<file path="src/hdl/sprite_frame_sequencer_defines.svh">
// Assertion macros used by the sprite frame sequencer datapath.
`ifndef SPRITE_FRAME_SEQUENCER_DEFINES_SVH
`define SPRITE_FRAME_SEQUENCER_DEFINES_SVH

// Same-cycle implication, sampled on clk_i and disabled during reset.
`define SFS_ASSERT(lbl, ante, cons) \
  lbl: assert property (@(posedge clk_i) disable iff (!rst_ni) (ante) |-> (cons)) \
    else $error("sprite frame sequencer: same-cycle check failed");

// Next-cycle implication, sampled on clk_i and disabled during reset.
`define SFS_ASSERT_NEXT(lbl, ante, cons) \
  lbl: assert property (@(posedge clk_i) disable iff (!rst_ni) (ante) |=> (cons)) \
    else $error("sprite frame sequencer: next-cycle check failed");

`endif

</file>
<file path="src/hdl/sfs_pkg.sv">
// Types and constants of the sprite frame sequencer.
`timescale 1ns / 1ps
package sfs_pkg;

  localparam int unsigned FRAME_W = 8;
  localparam int unsigned COLS_W  = 9;
  localparam int unsigned TIME_W  = 32;
  localparam int unsigned ACC_W   = 33;

  typedef enum logic [2:0] {
    KIND_TICK    = 3'd0,
    KIND_REG     = 3'd1,
    KIND_CREATE  = 3'd2,
    KIND_DESTROY = 3'd3,
    KIND_RECT    = 3'd4,
    KIND_STOPQ   = 3'd5
  } kind_e;

  typedef enum logic [1:0] {
    STAT_OK        = 2'd0,
    STAT_FULL      = 2'd1,
    STAT_BAD_ID    = 2'd2,
    STAT_ZERO_COLS = 2'd3
  } status_e;

  typedef enum logic [1:0] {
    RES_NONE = 2'd0,
    RES_SLOT = 2'd1,
    RES_RECT = 2'd2,
    RES_STOP = 2'd3
  } res_sel_e;

  typedef struct packed {
    logic [2:0]        kind;
    logic [7:0]        slot_index;
    logic [11:0]       texture_id;
    logic [8:0]        pattern_count;
    logic [COLS_W-1:0] columns;
    logic [TIME_W-1:0] time_value;
    logic [11:0]       cell_width;
    logic [11:0]       cell_height;
    logic [11:0]       start_x;
    logic [11:0]       start_y;
    logic              looped;
  } in_t;

  typedef struct packed {
    logic [1:0]  status;
    logic [7:0]  new_slot;
    logic [11:0] out_texture;
    logic [19:0] src_x;
    logic [19:0] src_y;
    logic [11:0] src_width;
    logic [11:0] src_height;
    logic        stopped;
  } out_t;

  typedef struct packed {
    logic [11:0]        texture;
    logic [FRAME_W-1:0] count_m1;
    logic [COLS_W-1:0]  cols;
    logic [11:0]        cell_w;
    logic [11:0]        cell_h;
    logic [11:0]        org_x;
    logic [11:0]        org_y;
    logic               loop;
    logic [TIME_W-1:0]  period;
  } pat_entry_t;

  typedef struct packed {
    logic     in_ready;
    logic     cnt_clr;
    logic     cnt_inc;
    logic     scan_ply;
    logic     ply_rd;
    logic     use_item;
    logic     pat_rd;
    logic     pat_wr;
    logic     ply_create;
    logic     ply_destroy;
    logic     adv;
    logic     acc_wr;
    logic     div_start;
    logic     mul;
    logic     res_cap;
    res_sel_e res_sel;
    status_e  res_status;
    logic     res_push;
  } cmd_t;

  typedef struct packed {
    logic       in_fire;
    logic [2:0] kind;
    logic       scan_free;
    logic       scan_last;
    logic       walk_live;
    logic       walk_last;
    logic       ply_live;
    logic       pat_ok;
    logic       cols_zero;
    logic       div_busy;
    logic       out_free;
  } stat_t;

endpackage

</file>
<file path="src/hdl/sfs_ctrl.sv">
// Controller state machine of the sprite frame sequencer.
`timescale 1ns / 1ps
module sfs_ctrl (
  input  logic           clk_i,
  input  logic           rst_ni,
  input  sfs_pkg::stat_t stat_i,
  output sfs_pkg::cmd_t  cmd_o
);
  typedef enum logic [15:0] {
    ST_IDLE   = 16'h0001,
    ST_SCAN   = 16'h0002,
    ST_CREATE = 16'h0004,
    ST_DROP   = 16'h0008,
    ST_STOPQ  = 16'h0010,
    ST_WALK   = 16'h0020,
    ST_WPAT   = 16'h0040,
    ST_WADV   = 16'h0080,
    ST_WACC   = 16'h0100,
    ST_RRD    = 16'h0200,
    ST_RPAT   = 16'h0400,
    ST_RCHK   = 16'h0800,
    ST_RDIV   = 16'h1000,
    ST_RMUL   = 16'h2000,
    ST_RSUM   = 16'h4000,
    ST_RESP   = 16'h8000
  } state_e;

  state_e state_q, state_d;
  logic   scan_ply_q, scan_ply_d;

  always_comb begin
    state_d    = state_q;
    scan_ply_d = scan_ply_q;
    cmd_o      = '0;
    cmd_o.res_sel    = sfs_pkg::RES_NONE;
    cmd_o.res_status = sfs_pkg::STAT_OK;
    cmd_o.scan_ply   = scan_ply_q;
    case (state_q)
      ST_IDLE: begin
        cmd_o.in_ready = 1'b1;
        if (stat_i.in_fire) begin
          cmd_o.cnt_clr = 1'b1;
          case (stat_i.kind)
            sfs_pkg::KIND_TICK:    state_d = ST_WALK;
            sfs_pkg::KIND_REG: begin
              scan_ply_d = 1'b0;
              state_d    = ST_SCAN;
            end
            sfs_pkg::KIND_CREATE:  state_d = ST_CREATE;
            sfs_pkg::KIND_DESTROY: state_d = ST_DROP;
            sfs_pkg::KIND_RECT:    state_d = ST_RRD;
            sfs_pkg::KIND_STOPQ:   state_d = ST_STOPQ;
            default: begin
              cmd_o.res_cap    = 1'b1;
              cmd_o.res_status = sfs_pkg::STAT_BAD_ID;
              state_d          = ST_RESP;
            end
          endcase
        end
      end
      ST_CREATE: begin
        if (stat_i.pat_ok) begin
          scan_ply_d = 1'b1;
          state_d    = ST_SCAN;
        end else begin
          cmd_o.res_cap    = 1'b1;
          cmd_o.res_status = sfs_pkg::STAT_BAD_ID;
          state_d          = ST_RESP;
        end
      end
      ST_SCAN: begin
        if (stat_i.scan_free) begin
          cmd_o.pat_wr     = !scan_ply_q;
          cmd_o.ply_create = scan_ply_q;
          cmd_o.res_cap    = 1'b1;
          cmd_o.res_sel    = sfs_pkg::RES_SLOT;
          state_d          = ST_RESP;
        end else if (stat_i.scan_last) begin
          cmd_o.res_cap    = 1'b1;
          cmd_o.res_status = sfs_pkg::STAT_FULL;
          state_d          = ST_RESP;
        end else begin
          cmd_o.cnt_inc = 1'b1;
        end
      end
      ST_DROP: begin
        cmd_o.res_cap     = 1'b1;
        cmd_o.ply_destroy = stat_i.ply_live;
        if (!stat_i.ply_live) begin
          cmd_o.res_status = sfs_pkg::STAT_BAD_ID;
        end
        state_d = ST_RESP;
      end
      ST_STOPQ: begin
        cmd_o.res_cap = 1'b1;
        if (stat_i.ply_live) begin
          cmd_o.res_sel = sfs_pkg::RES_STOP;
        end else begin
          cmd_o.res_status = sfs_pkg::STAT_BAD_ID;
        end
        state_d = ST_RESP;
      end
      ST_WALK: begin
        cmd_o.ply_rd = 1'b1;
        if (stat_i.walk_live) begin
          state_d = ST_WPAT;
        end else if (stat_i.walk_last) begin
          cmd_o.res_cap = 1'b1;
          state_d       = ST_RESP;
        end else begin
          cmd_o.cnt_inc = 1'b1;
        end
      end
      ST_WPAT: begin
        cmd_o.pat_rd = 1'b1;
        state_d      = ST_WADV;
      end
      ST_WADV: begin
        cmd_o.adv = 1'b1;
        state_d   = ST_WACC;
      end
      ST_WACC: begin
        cmd_o.acc_wr = 1'b1;
        if (stat_i.walk_last) begin
          cmd_o.res_cap = 1'b1;
          state_d       = ST_RESP;
        end else begin
          cmd_o.cnt_inc = 1'b1;
          state_d       = ST_WALK;
        end
      end
      ST_RRD: begin
        if (stat_i.ply_live) begin
          cmd_o.ply_rd   = 1'b1;
          cmd_o.use_item = 1'b1;
          state_d        = ST_RPAT;
        end else begin
          cmd_o.res_cap    = 1'b1;
          cmd_o.res_status = sfs_pkg::STAT_BAD_ID;
          state_d          = ST_RESP;
        end
      end
      ST_RPAT: begin
        cmd_o.pat_rd = 1'b1;
        state_d      = ST_RCHK;
      end
      ST_RCHK: begin
        if (stat_i.cols_zero) begin
          cmd_o.res_cap    = 1'b1;
          cmd_o.res_status = sfs_pkg::STAT_ZERO_COLS;
          state_d          = ST_RESP;
        end else begin
          cmd_o.div_start = 1'b1;
          state_d         = ST_RDIV;
        end
      end
      ST_RDIV: begin
        if (!stat_i.div_busy) begin
          state_d = ST_RMUL;
        end
      end
      ST_RMUL: begin
        cmd_o.mul = 1'b1;
        state_d   = ST_RSUM;
      end
      ST_RSUM: begin
        cmd_o.res_cap = 1'b1;
        cmd_o.res_sel = sfs_pkg::RES_RECT;
        state_d       = ST_RESP;
      end
      ST_RESP: begin
        if (stat_i.out_free) begin
          cmd_o.res_push = 1'b1;
          state_d        = ST_IDLE;
        end
      end
      default: state_d = ST_IDLE;
    endcase
  end

  always_ff @(posedge clk_i or negedge rst_ni) begin
    if (!rst_ni) begin
      state_q    <= ST_IDLE;
      scan_ply_q <= 1'b0;
    end else begin
      state_q    <= state_d;
      scan_ply_q <= scan_ply_d;
    end
  end
endmodule

</file>
<file path="config.mk">
export PLATFORM = sky130hd
export DESIGN_NAME = sfs_ctrl
export DESIGN_NICKNAME = d
export VERILOG_FILES = /design/src/hdl/sprite_frame_sequencer_defines.svh /design/src/hdl/sfs_pkg.sv /design/src/hdl/sfs_ctrl.sv
export SDC_FILE = /design/constraint.sdc
export NUM_CORES = 1
export LEC_CHECK = 0
export ABC_CLOCK_PERIOD_IN_PS = 1900
export BUFFER_PORTS_ARGS = -buffer_cell sky130_fd_sc_hd__buf_2
export CORE_MARGIN = 2
export CORE_UTILIZATION = 28
export CTS_CLUSTER_DIAMETER = 60
export CTS_CLUSTER_SIZE = 20
export DETAILED_ROUTE_END_ITERATION = 6
export GPL_ROUTABILITY_DRIVEN = 0
export REMOVE_ABC_BUFFERS = 1
export SLEW_MARGIN = 15
export SYNTH_ARGS = -nofsm -noshare
export SYNTH_HDL_FRONTEND = slang
export SYNTH_SLANG_ARGS = --single-unit
</file>
<file path="constraint.sdc">
create_clock -name clk_i -period 1.9 [get_ports clk_i]
set_clock_uncertainty 0.1 [all_clocks]
set_input_delay 0.19 -clock clk_i [delete_from_list [all_inputs] [get_ports clk_i]]
set_output_delay 0.19 -clock clk_i [all_outputs]
set_load 0.01 [all_outputs]
</file>
# Word-level counts from Yosys, hierarchy flattened
# Cells that the tools add are included.
[word_totals]
register_bits = 17
input_bits = 15
out_inout_bits = 20
word_cells = 97
[op_classes]
eq_ne = 28
muxes = 58
n_reduce_logical = 9
[op_table]
columns = ["operator", "n"]
rows = [
  ["$pmux 16 s14", 1],
  ["$mux 16", 11],
  ["$pmux 16 s6", 1],
  ["$mux 1", 30],
  ["$mux 2", 9],
  ["$eq 16x1->1 const B", 1],
  ["$eq 16x10->1 const B", 1],
  ["$eq 16x11->1 const B", 1],
  ["$eq 16x12->1 const B", 1],
  ["$eq 16x13->1 const B", 1],
  ["$eq 16x14->1 const B", 1],
  ["$eq 16x15->1 const B", 1],
  ["$eq 16x16->1 const B", 1],
  ["$eq 16x2->1 const B", 1],
  ["$eq 16x3->1 const B", 1],
  ["$eq 16x4->1 const B", 1],
  ["$eq 16x5->1 const B", 1],
  ["$eq 16x6->1 const B", 1],
  ["$eq 16x7->1 const B", 1],
  ["$eq 16x8->1 const B", 1],
  ["$eq 16x9->1 const B", 1],
  ["$pmux 2 s5", 1],
  ["$ne 2x2->1 const B", 4],
  ["$pmux 1 s8", 1],
  ["other kinds (16)", 21],
]

# Longest topological paths before layout
# Gate-level depths: netlist (run 1).
[depth]
word_depth = 5
mapped_depth = 8
mapped_depth_nobuf = 6

# Least setup slack after synthesis (run 1)
# Ideal clock, no wire load.
[synth_timing]
path_type = "flip-flop to output port"
from = "register state_q[13]"
to = "output cmd_o[15] (netlist bit)"
arrival_time_ps = 1912
required_ps = 1610
setup_slack_ps = -302
path_stages_with_launch = 7
cell_sequence = "dfrtp_1 buf_2 or4_4 nor4_4 and3_1 and2_1 nand2b_1"
[synth_lines]
columns = ["item", "line", "source"]
rows = [
  ["start, declared", "sfs_ctrl.sv:28", "state_e state_q, state_d;"],
  ["start signal, assigned", "sfs_ctrl.sv:186", "state_q <= state_d;"],
  ["end, declared", "sfs_ctrl.sv:7", "output sfs_pkg::cmd_t cmd_o"],
]

==> summary.md, run 1 <==
| Metric | Value |
|---|---|
| Result of the run | `complete, but fails checks` |
| Failing checks | `negative setup slack` |
| Destination of the critical timing path | `cmd_o[17]` |
| Pleak | `0.00128 uW` |
| Main synth FF type | `dfrtp_1` |
| Total global routing track utilization | `19.0%` |
| Flip-flop and latch count after synthesis | `17` |
| Die Height | `73.1 um` |
| Type of destination of the critical path | `output port` |
| Library cell with the largest summed area after synthesis | `dfrtp_1` |
| Met2 routed WL | `2590 um` |
| Count of TritonRoute iterations in the first routing pass | `4` |
| Diode count | `0` |
| Worst reg2reg setup slack | `-460 ps` |
| Fin crit share | `133%` |
| VDD IR-drop max | `664 uV` |
| Warnings, synthesis | `0` |
| Total grt overflow | `0` |
| Die Span X | `73.1 um` |
| Post-synthesis instance total | `164` |
| Clock power share | `9.5%` |
| DP Wirelength | `3600 um` |
| Maximum capacitance violations | `0` |
| Buffers from clock root to sink, at most | `2` |
| Power density relative to cell area | `1210 nW/um^2` |
| Top cells by area, synth | `dfrtp_1, nor2_1, nand2_1, buf_2, nor4b_1` |
| Inserted Clock Buffers | `3` |
| Area share of the largest cell type after synthesis | `30.0%` |
| Global-route wire length before repair | `7880 um` |
| Fillers | `423` |
| Number of library cell types mapped by synthesis | `46` |
| IO Pins | `35` |
| Final Routed Wirelength | `5360 um` |
| Vias per cell | `5.43` |
| Routed met3 length | `284 um` |
| Initial Utilization | `28.7%` |
| Required time of the worst setup path | `1610 ps` |
| Switching share of power | `40.9%` |
| Final standard cell utilization of the core | `53.5%` |
| Internal Power | `1790 uW` |
| Area added between synthesis and finish | `86.7%` |
| Register area share after synthesis | `31.9%` |
| Fraction of final layout cells with drive strength greater than 1 | `59.6%` |
| Final worst-path setup slack | `-624 ps` |
| Worst setup path category | `reg2out` |
| Part of the total power dissipated in sequential elements | `15.6%` |
| Clock latency reported for the late side of the worst-skew pair | `250 ps` |
| Clock slew seen by the registers of the worst setup and hold paths | `70 ps` |
| Data arrival time of the critical path | `2230 ps` |
| Root buf cell | `clkbuf_8` |
| Actual slew at the worst max-slew pin | `601 ps` |
| Post-synth EDFFs | `0` |
| CP Max Fanout | `4` |
| Final-report setup violation count | `31` |
| Headroom to the max-slew limit | `59.4%` |
| Final critical path time including I/O delays and setup | `2520 ps` |
| CTS H-tree depth | `1` |
| Final slew viol count | `0` |
| Routed length on met1 | `2360 um` |
| Area of all placed cells without fillers | `2490 sq um` |
| Hold Vio Cnt, Final | `0` |
| Number of antenna violations at the first check in global routing | `0` |
| DR iter-0 viols | `97` |
| TritonCTS clock tree | `built` |
| Syn Area/Cell | `8.15 sq um` |
| Post-layout net count | `283` |
| Number of global-route vias before repair | `1634` |
| Post-Route Hold Slack | `37.8 ps` |
| DR vias | `1744` |
| Core Rows | `25` |
| Highest signal layer in the routed design | `met4` |
| Routed length per placed instance | `16.7 um` |
| Startpoint of the most critical setup path | `state_q[13]` |
| Max Clock Freq | `396 MHz` |
| Startpoint type of the worst setup path | `register` |
| Maximum number of pins on one net before global-route repair | `18` |
| Core area | `4660 sq um` |
| Combinational cell fraction of total power | `74.9%` |
| Post-detailed-route DRC marker count | `0` |
| Hold/Removal Path Class | `in2reg` |
| Power spent charging and discharging nets | `1230 uW` |
| Worst R2R Path Depth | `9` |
| Buffers on Ports | `34` |
| Post-synth ARST share | `100%` |
| Reg2reg end | `state_q[0]` |
| Die ar. | `5340 sq um` |
| Worst setup timing slack at the placement stage | `-427 ps` |
| Antenna violation net count after detailed routing | `0` |
| Area of all sequential standard cells | `428 sq um` |
| Startpoint of the worst register-to-register path | `state_q[3]` |
| Netlist area before placement | `1340 sq um` |
| CTS sink count | `17` |
| Unrepaired setup endpoints after global routing | `yes` |
| Placed inst area | `1940 sq um` |
| Footprint of the multi-input gates | `1070 sq um` |
-- Yosys cell counts (2+ instances only) --
cell type	n
a21oi_1	4
nand4_1	5
or4_1	3
and4b_1	3
nor3b_1	3
o21ai_0	4
nand3b_1	4
nor4b_1	5
nand2_1	15
nor4_1	6
nor3_1	4
buf_2	9
a22oi_1	2
inv_1	6
xnor2_1	2
nand4b_1	3
nor4_2	2
and2_1	3
a21o_1	2
nand3_1	8
dfrtp_1	16
and3_1	6
or4_4	3
xor2_1	3
nor2_1	22
-- through the flow --
step	std cells	TNS [ps]	power [uW]
after detailed placement	298	-6850	1890
after global routing	321	-13650	3200
after floorplan	152	-2430	1160
after global placement	298	-6430	1880
after CTS	309	-11320	2400
final	321	-11220	3020
-- power by group through the flow --
stage	clock (uW)	sequential, uW	combinational, uW
4_1_cts	290	474	1640
5_1_grt	307	477	2410
2_1_floorplan	0	505	653
3_3_place_gp	0	476	1400
6_report	288	470	2260
3_5_place_dp	0	480	1410
-- routing by layer --
metal  up-vias  global-route usage [%]
li1        819                       -
met4         0                    2.47
met1       839                    27.6
met3        13                    2.35
met2        73                    30.8
met5         -                       0
-- worst max-delay path: stages (launching register included) --
cell and delay, ps:
dfrtp_1 380, or4_4 580, nor4_4 360, and3_1 290
buf_4 140, nand2_1 40, nand2_1 60, buf_2 120
-- worst min path at each step --
stage	startpoint	endpoint	slack (ps)	cells after the start
5_1_grt	stat_i[9]	state_q[9]	30	2
6_report	stat_i[9]	state_q[2]	40	2
3_5_place_dp	rst_ni	state_q[12]	50	1
3_3_place_gp	rst_ni	state_q[12]	50	1
2_1_floorplan	rst_ni	scan_ply_q	-210	0
4_1_cts	stat_i[9]	state_q[9]	40	2
-- cells by family (layout without fill, tap and decap cells) --
kind of cell    Yosys count  after routing  share of synthesized area (%)
compound gates           24             24                           12.4
buf+inv                  18            121                           6.74
flops                    17             17                           31.9
xor+xnor                  5              5                           3.28
simple gates            100            100                           45.7
-- sequential cells by signal, indices dropped and copies added (netlist names) --
| signal | cells |
|---|---|
| state_q | 16 |
| scan_ply_q | 1 |
-- cell type report --
type / instances / share of cell area [%]
clock buffer: 4 / 1.81
inverter: 6 / 0.903
multi-input combinational: 129 / 42.9
sequential: 17 / 17.2
tap: 54 / 2.71
timing repair buffer: 111 / 34.5
-- placed cells by master, fill, tap and decap left out, types with 5 or more instances in the layout --
master / count
buf_4: 61
buf_2: 26
buf_6: 22
nor2_1: 18
dfrtp_1: 15
nand2_1: 10
nor4_4: 7
nand3_1: 6
nand4_1: 5
inv_1: 5
-- what timing repair did --
item	4_1_cts	5_1_grt
gates resized for setup	26	53
hold buffers	1	0
buffers inserted	7	14
cloned	0	0
pin swaps	12	27
setup endpoints to repair	32	33
hold endpoints to repair	16	0
Power figures use the tool's default switching activity.
==> run 2, diff against run 1 <==
CORE_MARGIN = 10   (was 2)
PLACE_DENSITY = 0.53   (was default)
TNS_END_PERCENT = 5   (was default)
==> summary.md, run 2 (same netlist as run 1, synthesis figures left out) <==
| Metric | Value |
|---|---|
| Internal Power | `1430 uW (-20%)` |
| Vias per cell | `5.25 (-3.4%)` |
| Clock slew seen by the registers of the worst setup and hold paths | `70 ps (about the same)` |
| Root buf cell | `clkbuf_8` |
| TritonCTS clock tree | `built` |
| Number of global-route vias before repair | `1630 (-0.24%)` |
| Fillers | `448 (+5.9%)` |
| DR vias | `1611 (-7.6%)` |
| Number of antenna violations at the first check in global routing | `0 (unchanged)` |
| Unrepaired setup endpoints after global routing | `yes` |
| Core area | `4660 sq um (unchanged)` |
| IO Pins | `35 (unchanged)` |
| Type of destination of the critical path | `output port` |
| Pleak | `0.00116 uW (-9.0%)` |
| Power density relative to cell area | `1110 nW/um^2 (-7.9%)` |
| Failing checks | `negative setup slack` |
| Final-report setup violation count | `32 (+3.2%)` |
| Post-layout net count | `269 (-4.9%)` |
| Final critical path time including I/O delays and setup | `2590 ps (+67.2 ps)` |
| Actual slew at the worst max-slew pin | `551 ps (-49.6 ps)` |
| Routed length per placed instance | `15.7 um (-6.1%)` |
| Total global routing track utilization | `12.3% (-6.7 points)` |
| Result of the run | `complete, but fails checks` |
| Inserted Clock Buffers | `3 (unchanged)` |
| Startpoint type of the worst setup path | `register` |
| Biggest regs | `state_q: 16 flops, scan_ply_q: 1 flops` |
| Die Span X | `89.1 um (+22%)` |
| Final slew viol count | `0 (unchanged)` |
| Clock power share | `12.1% (+2.6 points)` |
| Required time of the worst setup path | `1610 ps (about the same)` |
| Initial Utilization | `28.7% (unchanged)` |
| Fraction of final layout cells with drive strength greater than 1 | `50.2% (-9.4 points)` |
| Part of the total power dissipated in sequential elements | `19.1% (+3.5 points)` |
| DR iter-0 viols | `74 (-24%)` |
| Combinational cell fraction of total power | `68.8% (-6.1 points)` |
| Worst setup path category | `reg2out` |
| Die ar. | `7940 sq um (+49%)` |
| Buffers on Ports | `34 (unchanged)` |
| # placed instances | `297 (-0.34%)` |
| Global-route wire length before repair | `7510 um (-4.6%)` |
| Core Rows | `25 (unchanged)` |
| Final worst-path setup slack | `-692 ps (-67.2 ps)` |
| Maximum number of pins on one net before global-route repair | `18 (unchanged)` |
| Headroom to the max-slew limit | `62.7% (+3.4 points)` |
| Area added between synthesis and finish | `62.6%` |
| Maximum capacitance violations | `0 (unchanged)` |
| Footprint of the multi-input gates | `938 sq um (-12%)` |
| Clock latency reported for the late side of the worst-skew pair | `270 ps (+20 ps)` |
| Total grt overflow | `0 (unchanged)` |
| VDD IR-drop max | `492 uV (-26%)` |
| Power spent charging and discharging nets | `989 uW (-20%)` |
| CTS H-tree depth | `1 (unchanged)` |
| Buffers from clock root to sink, at most | `2 (unchanged)` |
| DP Wirelength | `3790 um (+5.4%)` |
| Number of flip-flops under the largest register name | `16 (unchanged)` |
| Count of placed standard cells in the final layout, fillers left out | `307 (-4.4%)` |
| CTS sink count | `17 (unchanged)` |
| Antenna violation net count after detailed routing | `0 (unchanged)` |
| Data arrival time of the critical path | `2300 ps (+70 ps)` |
| Max Clock Freq | `386 MHz (-2.6%)` |
| Area of all sequential standard cells | `427 sq um (-0.29%)` |
| Commonest non-fill, non-tap cells in the layout | `buf_4, buf_2, nor2_1` |
| Fin crit share | `136% (+3.5 points)` |
| Final Routed Wirelength | `4810 um (-10%)` |
| Die Height | `89.1 um (+22%)` |
| Register bank with the most flops | `state_q` |
| Count of TritonRoute iterations in the first routing pass | `4 (unchanged)` |
| CP Max Fanout | `4 (unchanged)` |
| Diode count | `0 (unchanged)` |
| Switching share of power | `40.9% (about the same)` |
| Post-Route Hold Slack | `24.0 ps (-13.9 ps)` |
| Post-detailed-route DRC marker count | `0 (unchanged)` |
| Most frequent standard cell in the layout excluding fill and tap cells | `buf_4` |
| Hold/Removal Path Class | `in2reg` |
| Hold Vio Cnt, Final | `0 (unchanged)` |
-- run 2: cell types whose count changed in the layout (fill, tap and decap cells not counted), moves of 3 or more --
cell	change
buf_2	+6
nand2_1	+4
nand2_2	-4
nor4_2	+3
nor2_1	+3
nor2_4	-3
nor4_4	-4
buf_6	-17
-- run 2: layout make-up --
type	count	share of cell area [%]
clock inverters	1	0.345
repair buffers	97	30.8
flip-flops and latches	17	19.6
clock buffers	3	1.90
well taps	54	3.11
multi-input cells	129	43.2
inverters	6	1.04
-- run 2: power groups by stage --
| stage | Clock, uW | Sequential, uW | Combinational (uW) |
|---|---|---|---|
| after global routing | 317 | 472 | 1820 |
| after CTS | 303 | 461 | 1590 |
| final | 294 | 463 | 1670 |
| after global placement | 0 | 465 | 1480 |
| after detailed placement | 0 | 467 | 1480 |
| after floorplan | 0 | 505 | 653 |
-- run 2: metrics by stage --
step / power, uW / worst slack (ps) / cell area, sq um / setup TNS (ps) / utilization (%)
2_1_floorplan: 1160 / -267 / 1270 / -2430 / -
3_3_place_gp: 1950 / -411 / 1930 / -6290 / 41.5
3_5_place_dp: 1950 / -409 / 1930 / -5950 / 41.5
4_1_cts: 2350 / -630 / 2090 / -12600 / 44.8
5_1_grt: 2610 / -771 / 2170 / -16390 / 46.6
6_report: 2420 / -692 / 2170 / -12820 / 46.6
-- run 2: final timing paths --
| check | to | start | depth (start not counted) | slack, ps |
|---|---|---|---|---|
| worst min register to register | scan_ply_q | scan_ply_q | 1 | 440 |
| min in group asynchronous | state_q[12] | rst_ni | 2 | 280 |
| worst max register to register | state_q[4] | state_q[4] | 7 | -390 |
| max in group asynchronous | state_q[0] | rst_ni | 2 | 1100 |
| worst min-delay path | state_q[2] | stat_i[9] | 2 | 20 |
| worst max-delay path | cmd_o[2] | state_q[3] | 6 | -690 |
-- run 2: worst max-delay path, stage by stage (launching register included) --
cell	delay (ps)
dfrtp_1	410
or4_4	590
nor4_4	360
nand4_1	230
a21boi_4	210
o21ai_2	90
buf_2	160
-- run 2: what timing repair did --
action	in CTS	in global routing
hold buffers	1	0
pin swaps	3	5
setup endpoints to repair	31	34
setup buffers	5	0
gates resized for setup	14	17
gates cloned	0	0
hold endpoints to repair	16	0
-- run 2: per-layer routing --
layer / vias up / wire [um] / part of all wire (%) / GRT usage (%)
li1: 789 / - / - / -
met1: 763 / 2320 / 48 / 16.2
met2: 52 / 2100 / 44 / 18.2
met3: 7 / 286 / 5.9 / 3.28
met4: 0 / 110 / 2.3 / 5.92
met5: - / 0 / 0 / 0
